### src/design/masked_byte_pattern_search_defines.svh
// Assertion macros used by the masked byte pattern search RTL
`ifndef MASKED_BYTE_PATTERN_SEARCH_DEFINES_SVH
`define MASKED_BYTE_PATTERN_SEARCH_DEFINES_SVH
`ifndef SYNTHESIS
// Check a property on every clock edge outside reset
`define MBPS_ASSERT(lbl, prop, msg) \
  lbl: assert property (@(posedge clk) disable iff (!rst_n) prop) else $error(msg);
// Check that a condition holds on the edge after a trigger
`define MBPS_ASSERT_NEXT(lbl, trig, prop, msg) \
  lbl: assert property (@(posedge clk) disable iff (!rst_n) (trig) |=> (prop)) else $error(msg);
`else
`define MBPS_ASSERT(lbl, prop, msg)
`define MBPS_ASSERT_NEXT(lbl, trig, prop, msg)
`endif
`endif

### src/design/mbps_pkg.sv
// Shared types and constants of the masked byte pattern search
`default_nettype none
package mbps_pkg;

  localparam int BYTE_W  = 8;
  localparam int LEN_W   = 5;
  localparam int SEEN_W  = 48;
  localparam int ADDR_W  = 64;
  localparam int DATA_W  = 64;
  localparam int PAT_W   = 128;
  localparam int MASK_W  = 16;
  localparam int PADDR_W = 6;
  localparam int REG_W   = 3;

  // Register indexes, taken from paddr[5:3]
  localparam logic [REG_W-1:0] REG_PAT_LO = 3'd0;
  localparam logic [REG_W-1:0] REG_PAT_HI = 3'd1;
  localparam logic [REG_W-1:0] REG_CARE   = 3'd2;
  localparam logic [REG_W-1:0] REG_LEN    = 3'd3;
  localparam logic [REG_W-1:0] REG_BASE   = 3'd4;

  localparam logic [LEN_W-1:0] LEN_RESET = 5'd1;

  // Control broadcast to every cell of the window
  typedef struct packed {
    logic             shift;
    logic [LEN_W-1:0] len;
  } cell_ctrl_t;

endpackage
`default_nettype wire

### src/design/mbps_cell.sv
// One window cell: holds a byte and compares its incoming byte against the pattern
`default_nettype none
module mbps_cell #(
  parameter int IDX = 0
) (
  input  wire                            clk,
  input  wire  mbps_pkg::cell_ctrl_t     ctrl_i,
  input  wire  [mbps_pkg::PAT_W-1:0]     pattern_i,
  input  wire  [mbps_pkg::MASK_W-1:0]    care_i,
  input  wire  [mbps_pkg::BYTE_W-1:0]    byte_i,
  output logic [mbps_pkg::BYTE_W-1:0]    byte_o,
  output logic                           hit_o
);

  logic [mbps_pkg::BYTE_W-1:0] byte_r;
  logic [mbps_pkg::BYTE_W-1:0] byte_nxt;
  logic [mbps_pkg::LEN_W-1:0]  sel;
  logic                        active;
  logic [mbps_pkg::BYTE_W-1:0] pat_byte;
  logic                        care;

  // This cell compares window entry IDX, its incoming byte, against pattern byte len-1-IDX
  assign sel      = ctrl_i.len - mbps_pkg::LEN_W'(1) - mbps_pkg::LEN_W'(IDX);
  assign active   = mbps_pkg::LEN_W'(IDX) < ctrl_i.len;
  assign pat_byte = pattern_i[sel[3:0]*mbps_pkg::BYTE_W +: mbps_pkg::BYTE_W];
  assign care     = care_i[sel[3:0]];
  assign hit_o    = !active || !care || (byte_i == pat_byte);

  always_comb begin
    byte_nxt = byte_r;
    if (ctrl_i.shift) begin
      byte_nxt = byte_i;
    end
  end

  always_ff @(posedge clk) begin
    byte_r <= byte_nxt;
  end

  assign byte_o = byte_r;

endmodule
`default_nettype wire

### src/design/masked_byte_pattern_search.sv
// Top level of the masked byte pattern search: config registers, cell row, result buffer
//
//  Channel   Direction  Handshake                     Payload
//  in_       input      in_valid / in_ready           in_data_byte, in_last_byte
//  out_      output     out_valid / out_ready         out_found, out_match_address
//  APB       config     psel, penable, pwrite, pready paddr, pwdata, prdata
//
// One byte is taken per cycle unless the skid word waits; the window compare and the
// address sum sit in the accept cycle and the result is registered.
// The result buffer holds two words: input stalls only when both are waiting.
// Reset (synchronous, rst_n low) empties the buffer and the region state, holds
// in_ready low and restores the registers: pattern_length 1, all others zero.
`default_nettype none
`include "masked_byte_pattern_search_defines.svh"
module masked_byte_pattern_search #(
  parameter int MAX_PATTERN = 16
) (
  input  wire                              clk,
  input  wire                              rst_n,
  // byte stream
  input  wire                              in_valid,
  output logic                             in_ready,
  input  wire  [mbps_pkg::BYTE_W-1:0]      in_data_byte,
  input  wire                              in_last_byte,
  // results
  output logic                             out_valid,
  input  wire                              out_ready,
  output logic                             out_found,
  output logic [mbps_pkg::ADDR_W-1:0]      out_match_address,
  // configuration
  input  wire                              psel,
  input  wire                              penable,
  input  wire                              pwrite,
  input  wire  [mbps_pkg::PADDR_W-1:0]     paddr,
  input  wire  [mbps_pkg::DATA_W-1:0]      pwdata,
  output logic [mbps_pkg::DATA_W-1:0]      prdata,
  output logic                             pready
);

  localparam logic [mbps_pkg::SEEN_W-1:0] SEEN_MAX = {mbps_pkg::SEEN_W{1'b1}};

  // ---------------- configuration registers ----------------
  logic [mbps_pkg::DATA_W-1:0] pat_lo_r;
  logic [mbps_pkg::DATA_W-1:0] pat_hi_r;
  logic [mbps_pkg::MASK_W-1:0] care_r;
  logic [mbps_pkg::LEN_W-1:0]  len_r;
  logic [mbps_pkg::ADDR_W-1:0] base_r;
  logic [mbps_pkg::REG_W-1:0]  reg_idx;
  logic                        cfg_wr;

  assign pready  = 1'b1;
  assign reg_idx = paddr[5:3];
  assign cfg_wr  = psel && penable && pwrite && pready;

  always_ff @(posedge clk) begin
    if (!rst_n) begin
      pat_lo_r <= '0;
      pat_hi_r <= '0;
      care_r   <= '0;
      len_r    <= mbps_pkg::LEN_RESET;
      base_r   <= '0;
    end else if (cfg_wr) begin
      case (reg_idx)
        mbps_pkg::REG_PAT_LO: pat_lo_r <= pwdata;
        mbps_pkg::REG_PAT_HI: pat_hi_r <= pwdata;
        mbps_pkg::REG_CARE:   care_r   <= pwdata[mbps_pkg::MASK_W-1:0];
        mbps_pkg::REG_LEN:    len_r    <= pwdata[mbps_pkg::LEN_W-1:0];
        mbps_pkg::REG_BASE:   base_r   <= pwdata;
        default: ; // unmapped index: drop the write
      endcase
    end
  end

  always_comb begin
    case (reg_idx)
      mbps_pkg::REG_PAT_LO: prdata = pat_lo_r;
      mbps_pkg::REG_PAT_HI: prdata = pat_hi_r;
      mbps_pkg::REG_CARE:   prdata = mbps_pkg::DATA_W'(care_r);
      mbps_pkg::REG_LEN:    prdata = mbps_pkg::DATA_W'(len_r);
      mbps_pkg::REG_BASE:   prdata = base_r;
      default:              prdata = '0;
    endcase
  end

  // Clamp the pattern length to the number of cells
  logic [mbps_pkg::LEN_W-1:0] len_eff;
  assign len_eff = (len_r > mbps_pkg::LEN_W'(MAX_PATTERN)) ?
                   mbps_pkg::LEN_W'(MAX_PATTERN) : len_r;

  // ---------------- cell row ----------------
  logic                        in_fire;
  mbps_pkg::cell_ctrl_t        cell_ctrl;
  logic [mbps_pkg::BYTE_W-1:0] chain [MAX_PATTERN+1];
  logic [MAX_PATTERN-1:0]      cell_hit;
  logic                        win_hit;

  assign in_fire        = in_valid && in_ready;
  assign cell_ctrl.shift = in_fire;
  assign cell_ctrl.len   = len_eff;
  assign chain[0]       = in_data_byte;

  // Cell k holds the byte seen k bytes before the newest; the newest enters cell 0.
  // The last cell's held byte leaves the row at the tail and takes no part in the compare.
  for (genvar k = 0; k < MAX_PATTERN; k++) begin : g_cell
    mbps_cell #(.IDX(k)) u_cell (
      .clk      (clk),
      .ctrl_i   (cell_ctrl),
      .pattern_i({pat_hi_r, pat_lo_r}),
      .care_i   (care_r),
      .byte_i   (chain[k]),
      .byte_o   (chain[k+1]),
      .hit_o    (cell_hit[k])
    );
  end

  assign win_hit = &cell_hit;

  // ---------------- region state ----------------
  logic [mbps_pkg::SEEN_W-1:0] seen_r;
  logic [mbps_pkg::SEEN_W-1:0] seen_nxt;
  logic                        match_reported_r;
  logic                        match_reported_nxt;
  logic [mbps_pkg::SEEN_W-1:0] seen_inc;
  logic [mbps_pkg::SEEN_W-1:0] offset;
  logic                        hit;
  logic                        res_fire;
  logic [mbps_pkg::ADDR_W-1:0] res_addr;
  logic                        last_fire;
  logic                        region_clear;

  // Count saturates; the compare covers the byte being accepted
  assign seen_inc = (seen_r == SEEN_MAX) ? seen_r : seen_r + mbps_pkg::SEEN_W'(1);
  assign offset   = seen_inc - mbps_pkg::SEEN_W'(len_eff);
  assign hit      = !match_reported_r && (base_r != '0) && (len_eff != '0) &&
                    (seen_inc >= mbps_pkg::SEEN_W'(len_eff)) && win_hit;
  assign res_fire = in_fire && (hit || (in_last_byte && !match_reported_r));
  assign res_addr = hit ? base_r + mbps_pkg::ADDR_W'(offset) : '0;

  assign last_fire    = in_fire && in_last_byte;
  assign region_clear = (seen_r == '0) && !match_reported_r;

  always_comb begin
    seen_nxt           = seen_r;
    match_reported_nxt = match_reported_r;
    if (in_fire) begin
      if (in_last_byte) begin
        // end of region: drop the count and the reported flag
        seen_nxt           = '0;
        match_reported_nxt = 1'b0;
      end else begin
        seen_nxt           = seen_inc;
        match_reported_nxt = match_reported_r || hit;
      end
    end
  end

  always_ff @(posedge clk) begin
    if (!rst_n) begin
      seen_r           <= '0;
      match_reported_r <= 1'b0;
    end else begin
      seen_r           <= seen_nxt;
      match_reported_r <= match_reported_nxt;
    end
  end

  // ---------------- result buffer: output word plus skid word ----------------
  logic                        out_valid_r;
  logic                        out_valid_nxt;
  logic                        out_found_r;
  logic                        out_found_nxt;
  logic [mbps_pkg::ADDR_W-1:0] out_addr_r;
  logic [mbps_pkg::ADDR_W-1:0] out_addr_nxt;
  logic                        skid_valid_r;
  logic                        skid_valid_nxt;
  logic                        skid_found_r;
  logic                        skid_found_nxt;
  logic [mbps_pkg::ADDR_W-1:0] skid_addr_r;
  logic [mbps_pkg::ADDR_W-1:0] skid_addr_nxt;
  logic                        pop;

  assign pop      = out_valid_r && out_ready;
  // hold the input off in reset and while the skid word waits
  assign in_ready = rst_n && !skid_valid_r;

  always_comb begin
    out_valid_nxt  = out_valid_r && !pop;
    out_found_nxt  = out_found_r;
    out_addr_nxt   = out_addr_r;
    skid_valid_nxt = skid_valid_r;
    skid_found_nxt = skid_found_r;
    skid_addr_nxt  = skid_addr_r;
    if (skid_valid_r) begin
      // input is held; advance the skid word once the output word leaves
      if (pop) begin
        out_valid_nxt  = 1'b1;
        out_found_nxt  = skid_found_r;
        out_addr_nxt   = skid_addr_r;
        skid_valid_nxt = 1'b0;
      end
    end else if (res_fire) begin
      if (!out_valid_r || pop) begin
        out_valid_nxt = 1'b1;
        out_found_nxt = hit;
        out_addr_nxt  = res_addr;
      end else begin
        skid_valid_nxt = 1'b1;
        skid_found_nxt = hit;
        skid_addr_nxt  = res_addr;
      end
    end
  end

  always_ff @(posedge clk) begin
    if (!rst_n) begin
      out_valid_r  <= 1'b0;
      skid_valid_r <= 1'b0;
    end else begin
      out_valid_r  <= out_valid_nxt;
      skid_valid_r <= skid_valid_nxt;
    end
  end

  always_ff @(posedge clk) begin
    out_found_r  <= out_found_nxt;
    out_addr_r   <= out_addr_nxt;
    skid_found_r <= skid_found_nxt;
    skid_addr_r  <= skid_addr_nxt;
  end

  assign out_valid         = out_valid_r;
  assign out_found         = out_found_r;
  assign out_match_address = out_addr_r;

  // ---------------- checks ----------------
  `MBPS_ASSERT(a_skid_behind_out, skid_valid_r |-> out_valid_r, "skid word without output word")
  `MBPS_ASSERT_NEXT(a_region_cleared, last_fire, region_clear, "region kept after final byte")
  `MBPS_ASSERT(a_reported_needs_bytes, match_reported_r |-> (seen_r != '0), "match flag, no bytes")
  `MBPS_ASSERT(a_notfound_addr, out_valid_r && !out_found_r |-> out_addr_r == '0, "not-found address")
  `MBPS_ASSERT_NEXT(a_tail_shift, in_fire, chain[MAX_PATTERN] === $past(chain[MAX_PATTERN-1]), "tail")

endmodule
`default_nettype wire
### config.mk
export PLATFORM = sky130hd
export DESIGN_NAME = masked_byte_pattern_search
export DESIGN_NICKNAME = d
export VERILOG_FILES = /design/src/design/mbps_pkg.sv /design/src/design/mbps_cell.sv /design/src/design/masked_byte_pattern_search.sv
export VERILOG_INCLUDE_DIRS = /design/src /design/src/design
export SDC_FILE = /design/constraint.sdc
export NUM_CORES = 2
export LEC_CHECK = 0
export BUFFER_PORTS_ARGS = -buffer_cell sky130_fd_sc_hd__buf_2
export CAP_MARGIN = 20
export CORE_AREA = 2 2 353 355
export CTS_CLUSTER_SIZE = 8
export DETAILED_ROUTE_END_ITERATION = 6
export DIE_AREA = 0 0 355 357
export PLACE_DENSITY = 0.53
export SYNTH_ARGS = -nofsm -noshare
export SYNTH_HDL_FRONTEND = slang
export SYNTH_SLANG_ARGS = --single-unit
### constraint.sdc
create_clock -name clk -period 16.2 [get_ports clk]
set_input_delay 2.43 -clock clk [delete_from_list [all_inputs] [get_ports clk]]
set_output_delay 2.43 -clock clk [all_outputs]
set_load 0.01 [all_outputs]
Word-level counts from Yosys, hierarchy flattened
Cells that the tools add are included.

Register bits after elaboration: 514. Input port bits: 86. Output and inout port bits: 132. Word-level logic and storage cells: 271.

Add/subtract/negate cells: 19. Magnitude comparators: 34. Equal/unequal tests: 22. Shift operators: 16. Multiplexer cells: 54. Bitwise logic cells: 2. Reduce and logical (&&, ||, !) cells: 96.

Operators with widths (count): indexed part select 128 x 8 -> 8 bit (16); 2-to-1 mux 64 bit (5); case mux 64 bit (5 select lines) (1); equality test 8 bit (16); 2-to-1 mux 48 bit (2); less-than comparator 4 x 5 -> 1 bit (second input constant) (16); adder 64 x 48 -> 64 bit (1); binary-select mux 1 bit (select 4 bit) (16); nonzero test 64 bit (1); adder 48 x 1 -> 48 bit (second input constant) (1); equality test 48 bit (second input constant) (1); greater-or-equal comparator 48 x 5 -> 1 bit (1); subtractor 48 x 5 -> 48 bit (1); less-than comparator 4 x 5 -> 1 bit (first input constant) (8); zero test 1 bit (36); logical OR 1 bit (35); subtractor 4 bit (second input constant) (8); 2-to-1 mux 1 bit (29); less-than comparator 3 x 5 -> 1 bit (first input constant) (4); AND reduction 16 bit (1); subtractor 4 x 3 -> 4 bit (second input constant) (4); logical AND 1 bit (12); less-than comparator 1 x 5 -> 1 bit (first input constant) (2); less-than comparator 2 x 5 -> 1 bit (first input constant) (2); other kinds (14) (24).

Longest topological paths before layout
Word-level depth: 15. Mapped depth: 33. Depth with buffers taken out: 30.

Cells and area by module
Synthesis repeated with hierarchy kept, for this count alone.

Cell total of the unflattened synthesis: 4649. Area total of the unflattened synthesis: 48694.2 sq um.

By module, submodules not included: masked_byte_pattern_search (times used 1, cells an instance 2793, area each 22915.7 sq um, seq. area each 9188.8 sq um); mbps_cell (g_cell[12].u_cell) (times used 1, cells an instance 135, area each 1696.6 sq um, seq. area each 240.2 sq um); mbps_cell (g_cell[15].u_cell) (times used 1, cells an instance 135, area each 1685.4 sq um, seq. area each 240.2 sq um); mbps_cell (g_cell[8].u_cell) (times used 1, cells an instance 122, area each 1652.8 sq um, seq. area each 240.2 sq um); mbps_cell (g_cell[4].u_cell) (times used 1, cells an instance 117, area each 1631.6 sq um, seq. area each 240.2 sq um); mbps_cell (g_cell[3].u_cell) (times used 1, cells an instance 132, area each 1624.1 sq um, seq. area each 240.2 sq um); mbps_cell (g_cell[5].u_cell) (times used 1, cells an instance 97, area each 1614.0 sq um, seq. area each 240.2 sq um); mbps_cell (g_cell[14].u_cell) (times used 1, cells an instance 110, area each 1612.8 sq um, seq. area each 240.2 sq um); mbps_cell (g_cell[1].u_cell) (times used 1, cells an instance 98, area each 1612.8 sq um, seq. area each 240.2 sq um); mbps_cell (g_cell[7].u_cell) (times used 1, cells an instance 115, area each 1610.3 sq um, seq. area each 240.2 sq um); mbps_cell (g_cell[9].u_cell) (times used 1, cells an instance 117, area each 1604.0 sq um, seq. area each 240.2 sq um); mbps_cell (g_cell[0].u_cell) (times used 1, cells an instance 110, area each 1596.5 sq um, seq. area each 240.2 sq um); mbps_cell (g_cell[13].u_cell) (times used 1, cells an instance 115, area each 1589.0 sq um, seq. area each 240.2 sq um); mbps_cell (g_cell[10].u_cell) (times used 1, cells an instance 109, area each 1569.0 sq um, seq. area each 240.2 sq um); +3 rows.

Least setup slack after synthesis
OpenSTA, ideal clock, no wires.

Path kind: input port to flip-flop. Start point: input port rst_n. End point: register out_found_r, in the netlist out_found (enable). Setup time: 0.509 ns. Arrival time: 10.390 ns. Data required time: 15.691 ns. Slack: 5.301 ns. Cell stages on the path: 7. Buffers on the path: 2. Cells stage by stage: nor2b_1 nand2_1 inv_1 clkbuf_1 clkbuf_1 o21ai_0 a21oi_1.

Cells in the longest elaborated chain, start to end: 5.

Ends and longest elaborated chain: start: declaration (RTL line masked_byte_pattern_search.sv:19) `input wire rst_n,`; logical AND 1 bit (RTL line masked_byte_pattern_search.sv:184) `assign in_ready = rst_n && !skid_valid_r;`; logical AND 1 bit (RTL line masked_byte_pattern_search.sv:97) `assign in_fire = in_valid && in_ready;`; net in_fire (RTL line masked_byte_pattern_search.sv:91) `logic in_fire;`; logical AND 1 bit (RTL line masked_byte_pattern_search.sv:136) `assign res_fire = in_fire && (hit || (in_last_byte && !match_reported_r));`; nonzero test 2 bit (no line); AND reduction 3 bit (no line); end signal: assignment (RTL line masked_byte_pattern_search.sv:225) `out_found_r <= out_found_nxt;`; end: declaration (RTL line masked_byte_pattern_search.sv:170) `logic out_found_r;`.

The timed path passes the listed nets, and every way through them passes these cells. A chain may end at the register's enable or synchronous reset.

Final worst setup path
Start point: register seen_r[34] in the netlist's numbering. End point: register out_addr_r (netlist bit out_match_address[62]) (data pin).

Cells in the longest elaborated chain, start to end: 9. Elaborated cells between the ends (all ways): 12. Those cells by class: add/sub (3); order compare (1); eq/ne (1); mux (5); reduce/logical (2).

Ends and longest elaborated chain: start: declaration (RTL line masked_byte_pattern_search.sv:119) `logic [mbps_pkg::SEEN_W-1:0] seen_r;`; start signal: assignment (RTL line masked_byte_pattern_search.sv:162) `seen_r <= seen_nxt;`; adder 48 x 1 -> 48 bit / equality test 48 bit (equally long branches) (RTL line masked_byte_pattern_search.sv:132) `assign seen_inc = (seen_r == SEEN_MAX) ? seen_r : seen_r + mbps_pkg::SEEN_W'(1);`; 2-to-1 mux 48 bit * (RTL line masked_byte_pattern_search.sv:132); parallel branches: the longest is 3 deep, another holds adder 64 x 48 -> 64 bit; 2-to-1 mux 64 bit * (RTL line masked_byte_pattern_search.sv:137) `assign res_addr = hit ? base_r + mbps_pkg::ADDR_W'(offset) : '0;`; 2-to-1 mux 64 bit * (RTL line masked_byte_pattern_search.sv:202) `if (!out_valid_r || pop) begin`; 2-to-1 mux 64 bit * (RTL line masked_byte_pattern_search.sv:201) `end else if (res_fire) begin`; 2-to-1 mux 64 bit * (RTL line masked_byte_pattern_search.sv:193) `if (skid_valid_r) begin`; net out_addr_nxt (one bit) (RTL line masked_byte_pattern_search.sv:173) `logic [mbps_pkg::ADDR_W-1:0] out_addr_nxt;`; end signal: assignment (RTL line masked_byte_pattern_search.sv:226) `out_addr_r <= out_addr_nxt;`; end: declaration (RTL line masked_byte_pattern_search.sv:172) `logic [mbps_pkg::ADDR_W-1:0] out_addr_r;`.

Mark *: on every way through the listed nets, which the timed path passes. The select of a mux whose other input is x is not followed.

==> impl_summary.md <==
Synth
In the synthesized netlist, the number of instances is 3949. The most used flip-flop cell after synthesis is sky130_fd_sc_hd__dfxtp_1. The post-synth design cell area is 36600 sq um.

The number of synthesized flops with an enable pin is 250. A synthesized cell averages 9.26 sq um. The number of warnings printed during yosys synthesis is 0. The net count after synthesis is 4105. After synthesis, the share of flip-flops with an asynchronous set or reset is 0. After synthesis the netlist holds a flip-flop and latch count of 514.

Counting distinct cell types in the post-synthesis netlist gives 93. The share of the yosys chip area belonging to registers is 0.350.

Clocking
The number of clock sinks is 514. The clock latency of the later-clocked register in the worst-skew pair is 0.68 ns. In this run the number of H-tree levels came out at 3. The number of gates resized after cts is 0. The total clock buffers created by CTS is 75. The longest clock path from root to sink contains 3 buffers. The number of buffers added for setup after CTS is 0. The TritonCTS clock tree is yes.

The post-CTS clock slew at the launch and capture registers of the worst setup and hold paths is 0.06 ns. The number of hold-repair buffers added at the cts stage is 0. The cell at the root of the clock tree is sky130_fd_sc_hd__clkbuf_16.

STA
The number of endpoints with negative hold slack in the final report came to 0. At the pin with the least slew margin, the transition time is 1.10 ns. Timing would allow up to 0.114 GHz. The number of endpoints failing setup at the final stage is 0. The final hold slack is 0.446 ns.

The share of the cycle needed by the critical path after routing is 0.540. Once routing completed, OpenROAD measured the worst setup slack at 7.45 ns. The clock period minus final worst setup slack is 8.75 ns. The headroom to the max-slew limit is 0.266. The setup TNS is 0 ns. The clock arrives with 0.0464 ns of skew. The number of max-slew violations in the final report is 0. Setup repair after global routing left no endpoint under its margin.

Place
The congestion estimate from routability-driven global placement came to 1.01. Timing analysis after detailed placement gives a worst setup slack of 7.19 ns. Summed over all nets, the half-perimeter wirelength after detailed placement is 108000 microns. After detailed placement, the total cell area comes to 38800 sq um.

During placement, the flow inserted port buffers numbering 213. The number of placed instances, taps included, is 5562.

Cells and area
At the end of the flow, the number of nets in the layout was 4160. The final cell utilization of the core is 0.334. In the layout the commonest cells are sky130_fd_sc_hd__nand2_1 (620), sky130_fd_sc_hd__mux2i_1 (335), sky130_fd_sc_hd__dfxtp_1 (263). Counting the fill cells in the layout gives 12833.

The library cell used most frequently in the layout, excluding fill and tap cells, is sky130_fd_sc_hd__nand2_1. With fillers left out, the area of the finished cells amounts to 41000 sq um. The filler-free cell count of the finished design is 5684. The area added between synthesis and finish is 12.2%. Of the cells placed in the final design, the portion with a size suffix greater than 1 is 0.147.

In the final layout, flip-flops and latches occupy 12800 sq um. The multi-input combinational cells in the finished layout cover a total of 22400 sq um.

Floorplan
The die boundary height is 357 microns. From left edge to right edge, the die measures 355 microns. The core outline area is 123000 sq um. The floorplan step defined a die boundary enclosing 127000 sq um. The placement row count is 129. The initial utilization of the core area, before any placement, comes to 0.297.

For this design the top-level I/O count stands at 218.

Critical path
The number of buffers and inverters on the critical path is 1. The worst setup path is captured at a register. In this design, the stage delay of the slowest critical-path cell is 0.95 ns. The critical path launch point type is a register.

The maximum fanout along the worst path is 13. The critical path crosses 28 cells after its start point. The data arrival time of the critical path is 9.20 ns. The slowest stage cell on the critical path is sky130_fd_sc_hd__nor4_1. Among cell families on the critical path, the largest total delay comes from simple AND/OR/NAND/NOR gates. The depth of the most critical reg-to-reg path is 28.

The critical path is of the reg2reg type. STA puts the critical path data required time at 16.65 ns. Among the stages of the critical path, the cell type that occurs most often is sky130_fd_sc_hd__nand2_1.

Power and ir drop
Of the total power, combinational logic draws 0.109. The power per standard cell area is 79.5 nW/um^2. Of the total power, the share spent switching nets is 0.273.

Summed over all cells, the static leakage comes to 14.7 nW. The share of total power dissipated in the clock network is 0.455. The register share of total power is 0.436.

Summed over all nets, the switching power comes to 0.889 mW. The cell-internal power is 2.37 mW. The sum of internal, switching and leakage power is 3.26 mW. The worst-case IR drop observed on VDD is 0.0599 mV.

Detailed routing
The routed length per instance is 25.1 microns. The remaining design rule violation count is 0. The count of nets left with antenna violations once routing finished came out at 0. After detailed routing, the number of vias per cell comes to 5.62. After the first detailed-routing iteration, the DRC count stood at 3309. Summed over all layers, the routed wires come to 142000 microns.

The total number of vias is 31922. The first detailed-routing pass ran for 5 iterations.

Status
The flow ran to the end, and the final reports show no timing, DRC or antenna violations.

Global route
The number of global-route vias before repair is 29105. Entering global routing, the biggest net connects 114 pins. For this run, the total global-route usage over all layers was measured as 0.217. The overall overflow remaining after global route is 0. The first global-routing pass estimated 204000 microns of wire.

The initial antenna violation count is 29.

Min path
The path class of the tightest hold or removal check is reg2reg. The number of instances on the worst hold path is 0.

Flow run
Across the run, the number of max-cap violations was 0.
worst paths after layout:
path | from | end | slack [ns]
max reg2reg | seen_r[34] | out_match_address[62] | 7.45
min reg2reg | g_cell[6].u_cell.byte_o[5] | g_cell[7].u_cell.byte_o[5] | 0.45
min | g_cell[6].u_cell.byte_o[5] | g_cell[7].u_cell.byte_o[5] | 0.45
max | seen_r[34] | out_match_address[62] | 7.45
kinds of logic after synthesis:
family,synth area share
compound gates,0.160
xor+xnor,0.0488
fa+ha+maj,0.0249
buf+inv,0.0410
flops,0.350
mux,0.192
other cells,0.000103
simple gates,0.183
layout make-up:
class / instances / share of cell area
multi-input combinational: 3111 / 0.545
sequential: 514 / 0.312
tap: 1637 / 0.0499
clock buffer: 98 / 0.0483
timing repair buffer: 270 / 0.0367
clock inverter: 9 / 0.00393
inverter: 32 / 0.00305
antenna: 13 / 0.000793
sequential cells by signal, indices dropped and copies added, names as in the netlist:
name / count
out_valid: 1
seen_r: 48
g_cell.u_cell.byte_o: 120
out_match_address: 64
match_reported_r: 1
out_found: 1
care_r: 16
skid_found_r: 1
pat_hi_r: 64
skid_valid_r: 1
base_r: 64
skid_addr_r: 64
pat_lo_r: 64
len_r: 5
per-layer routing:
layer  track usage  vias to the layer above  routed length (microns)  share of wire
met5             0                        -                      172         0.0012
met2         0.320                     1335                    60300           0.42
li1              -                    14664                        -              -
met1         0.303                    15672                    62800           0.44
met3        0.0570                      223                    13800          0.097
met4        0.0824                       28                     5370          0.038
power groups by stage:
stage	combinational, mW	sequential, mW	clock (mW)
after floorplan	0.247	1.44	0
after global placement	0.348	1.45	0
after detailed placement	0.351	1.45	0
after CTS	0.352	1.42	1.52
after global routing	0.381	1.42	1.56
final	0.354	1.42	1.48
Yosys cell counts (55+ instances only):
cell type	count	area [sq um]
sky130_fd_sc_hd__xor2_1	65	569
sky130_fd_sc_hd__nand4_1	72	450
sky130_fd_sc_hd__a21boi_0	262	1970
sky130_fd_sc_hd__and3_1	73	457
sky130_fd_sc_hd__mux4_2	121	2730
sky130_fd_sc_hd__clkbuf_1	193	724
sky130_fd_sc_hd__edfxtp_1	250	7510
sky130_fd_sc_hd__o31ai_1	63	473
sky130_fd_sc_hd__mux2_2	55	619
sky130_fd_sc_hd__a21oi_1	177	886
sky130_fd_sc_hd__xnor2_1	133	1160
sky130_fd_sc_hd__nand2_1	621	2330
sky130_fd_sc_hd__ha_1	68	851
sky130_fd_sc_hd__mux2i_1	335	3350
sky130_fd_sc_hd__nor3_1	87	435
sky130_fd_sc_hd__nor2_1	259	972
sky130_fd_sc_hd__dfxtp_1	264	5290
sky130_fd_sc_hd__o21ai_0	137	686
Note: power is estimated with default switching activity, not from simulation.
